**src/hdl/bvs_pkg.sv**
```systemverilog
// shared constants, codes and types of the box vertex sampler
// no dependencies; compiled before every other file
package bvs_pkg;

  localparam int unsigned OUT_BITS     = 26;
  localparam int unsigned NUM_STAGES   = 6;
  localparam int unsigned CFG_IDX_BITS = 3;

  // sample mode codes
  localparam logic [1:0] MODE_VOLUME = 2'd1;
  localparam logic [1:0] MODE_FACES  = 2'd2;

  localparam logic [5:0] FACE_MASK_RESET = 6'h3f;

  // configuration register indexes
  typedef enum logic [CFG_IDX_BITS-1:0] {
    REG_SAMPLE_MODE = 3'd0,
    REG_FACE_MASK   = 3'd1,
    REG_SIZE_X      = 3'd2,
    REG_SIZE_Y      = 3'd3,
    REG_SIZE_Z      = 3'd4,
    REG_SKIN_OFFSET = 3'd5,
    REG_SKIN_DEPTH  = 3'd6
  } bvs_reg_e;

  // box faces, in mask bit order
  typedef enum logic [2:0] {
    FACE_XN = 3'd0,
    FACE_XP = 3'd1,
    FACE_YN = 3'd2,
    FACE_YP = 3'd3,
    FACE_ZN = 3'd4,
    FACE_ZP = 3'd5
  } bvs_face_e;

  // per-stage load enables and valid bits, stage 1 at bit 0
  typedef struct packed {
    logic [NUM_STAGES-1:0] load;
    logic [NUM_STAGES-1:0] valid;
  } bvs_pipe_t;

endpackage

```
**src/hdl/bvs_pipe_ctrl.sv**
```systemverilog
// valid bits and load enables of the sampler pipeline
// depends on bvs_pkg
module bvs_pipe_ctrl (
  input  logic              clk_i,
  input  logic              rst_ni,
  input  logic              in_valid_i,
  input  logic              out_ready_i,
  output bvs_pkg::bvs_pipe_t pipe_o
);
  import bvs_pkg::*;

  logic [NUM_STAGES-1:0] valid_q;
  logic [NUM_STAGES-1:0] valid_d;
  logic [NUM_STAGES-1:0] load;

  // a stage loads when it is empty or its successor moves on
  always_comb begin
    load[NUM_STAGES-1] = !valid_q[NUM_STAGES-1] || out_ready_i;
    for (int k = NUM_STAGES - 2; k >= 0; k--) begin
      load[k] = !valid_q[k] || load[k+1];
    end
  end

  // valid bits shift along with the data
  assign valid_d = (load & {valid_q[NUM_STAGES-2:0], in_valid_i}) | (~load & valid_q);

  always_ff @(posedge clk_i or negedge rst_ni) begin
    if (!rst_ni) begin
      valid_q <= '0;
    end else begin
      valid_q <= valid_d;
    end
  end

  assign pipe_o.load  = load;
  assign pipe_o.valid = valid_q;

endmodule

```
**config.mk**
```make
export PLATFORM = sky130hd
export DESIGN_NAME = bvs_pipe_ctrl
export DESIGN_NICKNAME = d
export VERILOG_FILES = /design/src/hdl/bvs_pkg.sv /design/src/hdl/bvs_pipe_ctrl.sv
export SDC_FILE = /design/constraint.sdc
export NUM_CORES = 1
export LEC_CHECK = 0
export BUFFER_PORTS_ARGS = -buffer_cell sky130_fd_sc_hd__buf_2
export CELL_PAD_IN_SITES_DETAIL_PLACEMENT = 1
export CELL_PAD_IN_SITES_GLOBAL_PLACEMENT = 1
export CORE_AREA = 2 2 39 41
export CTS_CLUSTER_DIAMETER = 150
export DETAILED_ROUTE_END_ITERATION = 6
export DIE_AREA = 0 0 41 43
export PLACE_DENSITY = 0.63
export SETUP_SLACK_MARGIN = 0.05
export SLEW_MARGIN = 15
export SYNTH_ARGS = -nofsm -noshare
export SYNTH_HDL_FRONTEND = slang
export SYNTH_SLANG_ARGS = --single-unit
```
**constraint.sdc**
```tcl
create_clock -name clk_i -period 3 [get_ports clk_i]
set_input_delay 0.3 -clock clk_i [delete_from_list [all_inputs] [get_ports clk_i]]
set_output_delay 0.3 -clock clk_i [all_outputs]
set_load 0.01 [all_outputs]
```
## Yosys cells after proc, flatten, opt, wreduce, memory -nomap -nowiden

Index checks and enable logic that the tools add are counted.

- Bits in registers: 6
- Latch bits: 0
- Memory bits (writable): 0
- Bits in read-only memories: 0
- Bits of input ports: 4
- Word-level logic and storage cells: 17
- Memories kept: 0

- Add/sub/neg operators: 0
- Multiply operators: 0
- Divide/modulo/power cells: 0
- Order comparisons: 0
- Eq/ne operators: 0
- Shift operators: 0
- Muxes and demuxes: 0
- Bitwise operators: 4
- Reduce and logical (&&, ||, !) cells: 12

Operator list:

| cell | number |
|---|---|
| 6-bit AND | 2 |
| 1-bit zero test | 6 |
| 1-bit logical OR | 6 |
| 6-bit inverter | 1 |
| 6-bit OR | 1 |

## Logic depth before layout (Yosys ltp)

- Word-level depth: 10
- Depth in mapped cells: 4
- Depth with buffers taken out: 3

## Worst setup path before layout

OpenSTA, ideal clock, no wires.

- Path kind: register -> output
- Start: reg with a tool-made name
- End: out pipe_o[6] (netlist bit)
- Arrival: 0.836 ns
- Required time: 2.700 ns
- Path slack: 1.864 ns
- Cell stages (with the launch flop): 4
- Cell sequence: dfrtp_1 > and3b_1 > buf_6 > nand3_1

RTL lines:

| item | line | RTL |
|---|---|---|
| to (decl) | bvs_pipe_ctrl.sv:8 | `output bvs_pkg::bvs_pipe_t pipe_o` |

==> results.tsv <==
stage	metric	value	unit
global_routing	grt_pass1_wl	890	um
synth	synth_top_family_by_area	simple AND/OR/NAND/NOR gates	
sta	hold_slack	0.2571	ns
clock_network	clockBufferDepth	2	
global_routing	gr-total-overflow	0	
clock_network	clkTransAtPathRegs	0.05	ns
sta	clock_skew	0.003937	ns
cells_and_area	layout-drive-gt1-share	48.72	%
clock_network	postCtsHoldBufs	1	
clock_network	clock_sinks	6	
global_routing	grt_max_degree	10	
worst_hold_path	holdPathStages	2	
synth	synthAdderAreaFrac	0	%
cells_and_area	syn_to_final_growth	46.73	%
setup_path	crit_required	2.70	ns
synth	synth_cell_types	10	
route	num_vias	225	
power_and_ir_drop	ir_drop	0.0001573	V
synth	synth.cell_area	249.0	um2
clock_network	root_buffer	clkbuf_4	
sta	maxSlewViolCount	0	
setup_path	startpoint_type	flop	
clock_network	post_cts_buffers	0	
sta	setup-violations-final	0	
sta	tightest_slew	0.3232	ns
sta	final-hold-violation-count	0	
power_and_ir_drop	intPower	0.1643	mW
power_and_ir_drop	power.density	646.9	nW/um2
sta	slew_headroom	78.45	%
synth	synth_nets	25	
setup_path	cpPeakStageDelay	0.36	ns
cells_and_area	final_cells	55	
route	viasPerCell	4.091	
cells_and_area	nFillCells	168	
placement	dp.cells	51	
synth	ys_warn_count	0	
power_and_ir_drop	p_comb_share	25.4	%
power_and_ir_drop	swShare	30.47	%
sta	fin_tns_setup	0	ns
clock_network	htree_levels	1	
placement	port_buffers	15	
global_routing	grt_pass1_vias	235	
die	core	1384	um2
placement	dpl_cell_area	332.8	um2
die	fp-row-count	14	
setup_path	reg2reg_depth	2	
power_and_ir_drop	power	0.2363	mW
die	dieArea	1763	um2
placement	place_ws	1.631	ns
clock_network	cts_resized	0	
route	wirelength	609	um
power_and_ir_drop	leakage	0.1731	nW
power_and_ir_drop	power.share.sequential	43.9	%
run_status	outcome	complete, no violations	
route	wl_per_cell	11.07	um
cells_and_area	final_core_util	26.40	%
global_routing	antenna_found_initial	0	
sta	period_minus_slack	1.517	ns
synth	ys_ff_latch	6	
sta	finalWorstSetupSlack	1.483	ns
setup_path	crit_chain	and3b_1 > nand3_1 > buf_2	
die	start_util	17.99	%
worst_hold_path	hold_path.class	input port to flop	
synth	synth-compound-area-share	13.07	%
die	die_height	43	um
route	drc	0	
cells_and_area	insertedDiodeCount	0	
cells_and_area	final_cell_mix	buf_2, dfrtp_1, nand2b_1, clkbuf_4	
synth	synthMuxAreaShare	0	%
clock_network	cts_tree	built	
power_and_ir_drop	clock_power_share	30.7	%
placement	place_congestion	0.6217	
setup_path	critPathSlowestCell	and3b_1	
setup_path	path_max_fanout	9	
die	die_w	41	um
clock_network	clk_latency	0.24	ns
synth	synth-xor-area-share	0	%
cells_and_area	nets	45	
synth	synthSimpleGateAreaFrac	20.60	%
die	ios	16	
cells_and_area	final_cell_area	365.4	um2
sta	max_freq	659.2	MHz
synth	synth_cells	21	
synth	avgSynthCellArea	11.86	um2
synth	synth-seq-area-share	60.30	%
setup_path	crit_type	flop to primary output	
sta	min_period_over_period	50.56	%
route	drt_pass1_iterations	2	
setup_path	cp.arrival	1.22	ns
cells_and_area	final_common_cell	buf_2	
placement	hpwl	455.3	um
setup_path	crit_path_end_kind	primary output	
job	cap_violations	0	
clock_network	numCtsBuffers	3	
power_and_ir_drop	power.switching	0.07201	mW
route	ant_nets	0	
sta	rsz0062_at_grt	no	
global_routing	grt_usage	7.762	%
route	first_iter_violations	5	
[logic make-up after synthesis]
family,Yosys count
simple gates,9
compound gates,4
flops,6
buf+inv,2
[worst max-delay path, delay by kind of cell (launching register included)]
family,cells,cell delay [ns]
simple gates,2,0.48
buf+inv,1,0.15
flops,1,0.34
[layer usage]
layer,GRT usage [%],vias up,share of wire (%)
met5,0,-,0
met4,6.000,0,0
met3,3.141,0,11
met2,10.63,16,39
met1,9.121,101,49
li1,-,108,-
[cells in the mapped netlist]
cell type,number,share of area [%]
a21o_1,2,6.0
a31o_1,2,7.0
and3_1,1,2.5
and3b_1,1,3.5
buf_6,1,4.5
dfrtp_1,6,60
inv_2,1,1.5
nand2_1,2,3.0
nand2b_1,3,7.5
nand3_1,2,4.0
[cell type report]
| cell class | count | area (um2) | area share, % |
|---|---|---|---|
| multi-input combinational | 13 | 83.83 | 22.95 |
| sequential | 6 | 150.1 | 41.10 |
| clock buffer | 3 | 22.52 | 6.164 |
| tap | 16 | 20.02 | 5.479 |
| timing repair buffer | 16 | 85.08 | 23.29 |
| inverter | 1 | 3.754 | 1.027 |
[power groups by stage]
| stage | combinational (mW) | sequential, mW | clock (mW) |
|---|---|---|---|
| floorplan | 0.0315 | 0.108 | 0 |
| global placement | 0.0595 | 0.104 | 0 |
| detailed placement | 0.0598 | 0.104 | 0 |
| CTS | 0.0611 | 0.103 | 0.0776 |
| global route | 0.0668 | 0.104 | 0.0826 |
| finish | 0.0600 | 0.104 | 0.0726 |
[worst paths after layout]
path / start / to / slack [ns]
hold reg to reg: flop / flop / 0.49
min in group asynchronous: rst_ni / asynchronous set/reset pin / 0.41
setup / recovery: flop / pipe_o[8] / 1.48
hold / removal: in_valid_i / flop / 0.26
max in group asynchronous: rst_ni / asynchronous set/reset pin / 2.44
setup reg to reg: flop / flop / 1.97
Power figures use the tool's default switching activity.
