==> src/hdl/bvs_pkg.sv <==
// shared constants, codes and types of the box vertex sampler
// no dependencies; compiled before every other file
package bvs_pkg;

  localparam int unsigned OUT_BITS     = 26;
  localparam int unsigned NUM_STAGES   = 6;
  localparam int unsigned CFG_IDX_BITS = 3;

  // sample mode codes
  localparam logic [1:0] MODE_VOLUME = 2'd1;
  localparam logic [1:0] MODE_FACES  = 2'd2;

  localparam logic [5:0] FACE_MASK_RESET = 6'h3f;

  // configuration register indexes
  typedef enum logic [CFG_IDX_BITS-1:0] {
    REG_SAMPLE_MODE = 3'd0,
    REG_FACE_MASK   = 3'd1,
    REG_SIZE_X      = 3'd2,
    REG_SIZE_Y      = 3'd3,
    REG_SIZE_Z      = 3'd4,
    REG_SKIN_OFFSET = 3'd5,
    REG_SKIN_DEPTH  = 3'd6
  } bvs_reg_e;

  // box faces, in mask bit order
  typedef enum logic [2:0] {
    FACE_XN = 3'd0,
    FACE_XP = 3'd1,
    FACE_YN = 3'd2,
    FACE_YP = 3'd3,
    FACE_ZN = 3'd4,
    FACE_ZP = 3'd5
  } bvs_face_e;

  // per-stage load enables and valid bits, stage 1 at bit 0
  typedef struct packed {
    logic [NUM_STAGES-1:0] load;
    logic [NUM_STAGES-1:0] valid;
  } bvs_pipe_t;

endpackage

==> src/hdl/bvs_face_pick.sv <==
// area-weighted face choice: pick * total against running area sums
// stages 3 to 5 of the pipeline; depends on bvs_pkg
module bvs_face_pick #(
  parameter int unsigned FRACTION_BITS = 16,
  parameter int unsigned LENGTH_BITS   = 24
) (
  input  logic                            clk_i,
  input  bvs_pkg::bvs_pipe_t              pipe_i,
  input  logic [FRACTION_BITS-1:0]        pick_i,
  input  logic [2*LENGTH_BITS+2:0]        total_i,
  input  logic [4:0][2*LENGTH_BITS+2:0]   cum_i,
  output bvs_pkg::bvs_face_e              face_o
);
  import bvs_pkg::*;

  localparam int unsigned FB  = FRACTION_BITS;
  localparam int unsigned TW  = 2 * LENGTH_BITS + 3;
  localparam int unsigned TLO = (TW + 1) / 2;
  localparam int unsigned THI = TW - TLO;
  localparam int unsigned PRW = FB + TW;

  logic [FB+TLO-1:0]   plo_q;
  logic [FB+THI-1:0]   phi_q;
  logic [4:0][TW-1:0]  cum3_q;
  logic [PRW-1:0]      prod_d;
  logic [PRW-1:0]      prod_q;
  logic [4:0][TW-1:0]  cum4_q;
  logic [4:0]          below;
  bvs_face_e           face_d;
  bvs_face_e           face_q;

  // stage 3: pick times total, split in two partial products
  always_ff @(posedge clk_i) begin
    if (pipe_i.load[2]) begin
      plo_q  <= (FB+TLO)'(pick_i) * (FB+TLO)'(total_i[TLO-1:0]);
      phi_q  <= (FB+THI)'(pick_i) * (FB+THI)'(total_i[TW-1:TLO]);
      cum3_q <= cum_i;
    end
  end

  // stage 4: combine partial products
  assign prod_d = PRW'(plo_q) + (PRW'(phi_q) << TLO);

  always_ff @(posedge clk_i) begin
    if (pipe_i.load[3]) begin
      prod_q <= prod_d;
      cum4_q <= cum3_q;
    end
  end

  // stage 5: first running sum above the scaled pick wins, else +z
  always_comb begin
    face_d = FACE_ZP;
    for (int k = 4; k >= 0; k--) begin
      below[k] = prod_q < {cum4_q[k], {FB{1'b0}}};
      if (below[k]) begin
        face_d = bvs_face_e'(3'(k));
      end
    end
  end

  always_ff @(posedge clk_i) begin
    if (pipe_i.load[4]) begin
      face_q <= face_d;
    end
  end

  assign face_o = face_q;

endmodule

==> config.mk <==
export PLATFORM = sky130hd
export DESIGN_NAME = bvs_face_pick
export DESIGN_NICKNAME = d
export VERILOG_FILES = /design/src/hdl/bvs_pkg.sv /design/src/hdl/bvs_face_pick.sv
export SDC_FILE = /design/constraint.sdc
export NUM_CORES = 2
export LEC_CHECK = 0
export BUFFER_PORTS_ARGS = -buffer_cell sky130_fd_sc_hd__buf_2
export CELL_PAD_IN_SITES_DETAIL_PLACEMENT = 1
export CELL_PAD_IN_SITES_GLOBAL_PLACEMENT = 1
export CORE_MARGIN = 3
export CORE_UTILIZATION = 30
export CTS_CLUSTER_SIZE = 24
export DETAILED_ROUTE_END_ITERATION = 8
export PLACE_DENSITY = 0.66
export SKIP_LAST_GASP = 1
export SLEW_MARGIN = 20
export SYNTH_ARGS = -nofsm -noshare
export SYNTH_HDL_FRONTEND = slang
export SYNTH_SLANG_ARGS = --single-unit
==> constraint.sdc <==
create_clock -name clk_i -period 7.3 [get_ports clk_i]
set_clock_uncertainty 0.2 [all_clocks]
set_input_delay 0.73 -clock clk_i [delete_from_list [all_inputs] [get_ports clk_i]]
set_output_delay 0.73 -clock clk_i [all_outputs]
set_load 0.1 [all_outputs]
After elaboration in Yosys (flattened, before gate mapping)
Index checks and enable logic that the tools add are counted.
{ "word_totals": {"ff_bits": 663, "inputBits": 335, "out_inout_bits": 3} }
{ "op_classes": {"add_sub_neg": 1, "multipliers": 2, "order_cmp": 5, "mux": 4, "n_reduce_logical": 2} }
{ "op_table": {"columns": ["cell", "n"], "rows": [
  ["$lt A67 B67 Y1", 5],
  ["$add A42 B67 Y67", 1],
  ["$mul A16 B26 Y42", 1],
  ["$mul A16 B25 Y41", 1],
  ["$mux W2", 2],
  ["$reduce_or A4 Y1", 1],
  ["$mux W1", 2],
  ["$reduce_or A2 Y1", 1]
]} }

Depth between registers and ports, before layout
{ "depth": {"depth_word": 5, "ltp_mapped": 25} }

Worst setup path after synthesis
Ideal clock, no wire load.
{ "synth_path": {"path_kind": "input port to flip-flop", "from": "input pick_i[9]", "to": "register phi_q[35] (data pin)", "setup_time_ps": 259, "t_arrival_ps": 6552, "required_time_ps": 6841, "setup_slack_ps": 289, "path_stages": 24, "path_cell_list": "clkbuf_1 > clkbuf_1 > nand2_1 > fa_1 > inv_1 > fa_1 > inv_1 > fa_1 > inv_1 > fa_1 > fa_1 > inv_1 > fa_1 > inv_1 > ha_1 > nand3_1 > a21oi_1 > a211oi_1 > a21oi_1 > o31ai_1 > nand4b_1 > a31oi_1 > nor2_1 > o31a_1"} }
{ "synth_between": {"elab_chain_cells": 1} }
{ "synth_rtl": {"columns": ["element", "line_no", "rtl"], "rows": [
  ["start: declaration", "bvs_face_pick.sv:9", "input logic [FRACTION_BITS-1:0] pick_i,"],
  ["$mul A16 B25 Y41", "bvs_face_pick.sv:36", "phi_q <= (FB+THI)'(pick_i) * (FB+THI)'(total_i[TW-1:TLO]);"],
  ["end signal: assignment", "bvs_face_pick.sv:36", null],
  ["end: declaration", "bvs_face_pick.sv:23", "logic [FB+THI-1:0] phi_q;"]
]} }
Every way passes these cells.
A chain may end at the register's enable or synchronous reset.

Worst setup path after layout
{ "layout_path": {"from": "input pick_i[6]", "to": "register plo_q[38] (data pin)"} }
{ "layout_between": {"elab_chain_cells": 1} }
{ "layout_rtl": {"columns": ["element", "line_no", "rtl"], "rows": [
  ["$mul A16 B26 Y42", "bvs_face_pick.sv:35", "plo_q <= (FB+TLO)'(pick_i) * (FB+TLO)'(total_i[TLO-1:0]);"],
  ["end signal: assignment", "bvs_face_pick.sv:35", null],
  ["end: declaration", "bvs_face_pick.sv:22", "logic [FB+TLO-1:0] plo_q;"]
]} }
Every way passes these cells.

==> results.ini <==
[setup_path]
critPathMaxFanout=27
worstPathRequired_ns=7.47
endpoint_kind=register
cp-start-kind=input port
critPathArrivalTime_ns=7.03
crit_type=in -> reg
r2r_cells=8

[layout]
syn2layout_area_growth_pct=16.72
final_nets=6624
fillers=19130
drive_gt1_frac=0.1391

[synth]
synth_commonest_cells=996 x inv_1, 654 x fa_1, 631 x edfxtp_1
synth_area_leaders=edfxtp_1 36%, fa_1 25%, ha_1 12%
ys_types=65
synth_nets=6095
async_reset_ff_frac=0
synth_top_area_frac=0.3648
yosysSeqAreaShare=0.3648
synth_seq_cells=631
synth.most_common_cell=inv_1
synth_warnings=0
synthFlopType=edfxtp_1
synth-edff-count=631
syn_inst=4616
syn_area_sq_um=51950
synth_top_area_cell=edfxtp_1
syn_area_per_cell_sq_um=11.25

[floorplan]
placeableCoreArea_sq_um=171900
initial_utilization=0.3022
die_area_sq_um=178200
boundaryPins=338
die_w_microns=422.1
fp.dieH_microns=422.1
num_rows=152

[job]
drv_cap=0

[clock_network]
clkLatencyLatePin_ns=0.63
path_clk_slew_ns=0.07
cts_resized=0
cts_hold_buf=0
cts_setup_buffers=0
cts_buffer_depth=3
htree_levels=3
cts_buffers=67
cts_root_buffer=clkbuf_16
cts_sinks=631
cts_tree=yes

[global_route]
met2_usage=0.2924
grt.busiest_layer=met2
grt_pass1_vias=38780
gr-total-overflow=0
grt_start_max_net_pins=115
grt_use_met3=0.01932
track_usage=0.1658
grt_first_pass_wirelength_mm=228.3
grt_antenna_before_repair=32
use_met1=0.2080

[routing]
via_count=34180
first_pass_iters=7
wire_per_inst_microns=19.48
route.detailed.drc=0
postRouteAntennaNets=0
avgViaCountPerCell=4.545
drtIter0Drc=1509
drt_wl_total_mm=146.5

[sta]
holdWs_ns=0.05918
max_freq_mhz=145.7
rsz0062_at_grt=false
tightest_slew_ns=1.037
slew_headroom=0.3086
final_max_slew_viol_count=0
hold_violations=0
post-route-min-period_ns=6.862
setup_viol=0
fin_crit_sh=0.9400

[hold_path]
hold_path_class=in -> reg
holdPathStages=1

[placed_design]
dp_hpwl_mm=119.8
gp_congestion=0.8328
portBuffers=328

[run_status]
status=completed

==> routing by layer <==
layer,vias up,share of wire
li1,15840,-
met1,17530,0.42
met2,578,0.50
met3,228,0.033
met4,12,0.039
met5,-,0.00052
==> worst max-delay path, stage by stage <==
cell      delay [ns]
buf_2           0.11
buf_12          0.15
buf_4           0.19
and2_1          0.15
fa_1            0.49
inv_1           0.06
fa_1            0.41
fa_1            0.46
fa_1            0.50
inv_1           0.06
fa_1            0.54
inv_1           0.06
fa_1            0.48
inv_1           0.04
ha_1            0.31
nand4_1         0.13
or2_1           0.25
buf_4           0.16
or4_1           0.41
o22ai_2         0.17
o221ai_2        0.19
o311a_4         0.40
o21ai_2         0.21
a41oi_1         0.16
xnor2_1         0.16
==> metrics by stage <==
step	util	cells	setup TNS, ns	setup WS, ns	cell area (sq um)
2_1_floorplan	-	4616	0	0.2893	51950
3_3_place_gp	0.3388	7386	-0.2923	-0.1291	58240
3_5_place_dp	0.3388	7386	-0.5329	-0.1774	58240
4_1_cts	0.3525	7506	0	0.4870	60600
5_1_grt	0.3526	7513	0	0.2008	60610
6_report	0.3527	7521	0	0.4378	60630
==> registers in the layout (all words and copies together) (netlist names) <==
register and flops:
phi_q 41, cum3_q 255, prod_q 51, face_o 3, plo_q 26, cum4_q 255
==> placed cells by master, fill, tap and decap left out, types with 16 or more instances in the layout <==
cell and instances:
a21o_1 127, a21oi_1 141, and2_1 337, buf_12 17, buf_2 326, buf_4 259
clkbuf_16 69, edfxtp_1 631, fa_1 654, ha_1 490, inv_1 996, nand2_1 536
nand2b_1 20, nand3_1 37, nand4_1 55, nor2_1 75, nor2b_1 17, nor3_1 21
o21a_1 16, o21ai_0 61, xnor2_1 68, xor2_1 32
==> logic make-up after synthesis <==
group	after synthesis	share of synthesized area
buffers and inverters	1140	0.08242
flip-flops	631	0.3648
adder cells (fa/ha/maj)	1144	0.3701
AO/OA/AOI/OAI	447	0.05682
AND/OR/NAND/NOR	1154	0.1091
XOR/XNOR	100	0.01686
==> final timing paths <==
kind                         from                 endpoint  slack [ns]
min                    cum_i[195]    cum3_q[195]$_DFFE_PP_        0.06
min reg2reg  cum3_q[97]$_DFFE_PP_     cum4_q[97]$_DFFE_PP_        0.21
max                     pick_i[6]      plo_q[38]$_DFFE_PP_        0.44
max reg2reg  prod_q[50]$_DFFE_PP_  face_o[2]$_SDFFCE_PP0P_        3.24
==> area by class of cell <==
| class | instances | area (sq um) | share of cell area |
|---|---|---|---|
| Clock inverter | 46 | 609.3 | 0.01005 |
| Sequential cell | 631 | 18950 | 0.3125 |
| Antenna cell | 15 | 37.54 | 0.0006191 |
| Timing Repair Buffer | 604 | 3946 | 0.06508 |
| Multi-Input combinational cell | 2845 | 28720 | 0.4736 |
| Clock buffer | 74 | 1745 | 0.02879 |
| Inverter | 996 | 3739 | 0.06166 |
| Tap cell | 2310 | 2890 | 0.04767 |
Power is left out: the tool's default activity adds up to more than one toggle a clock period on the data nets, which glitch-free logic cannot reach.
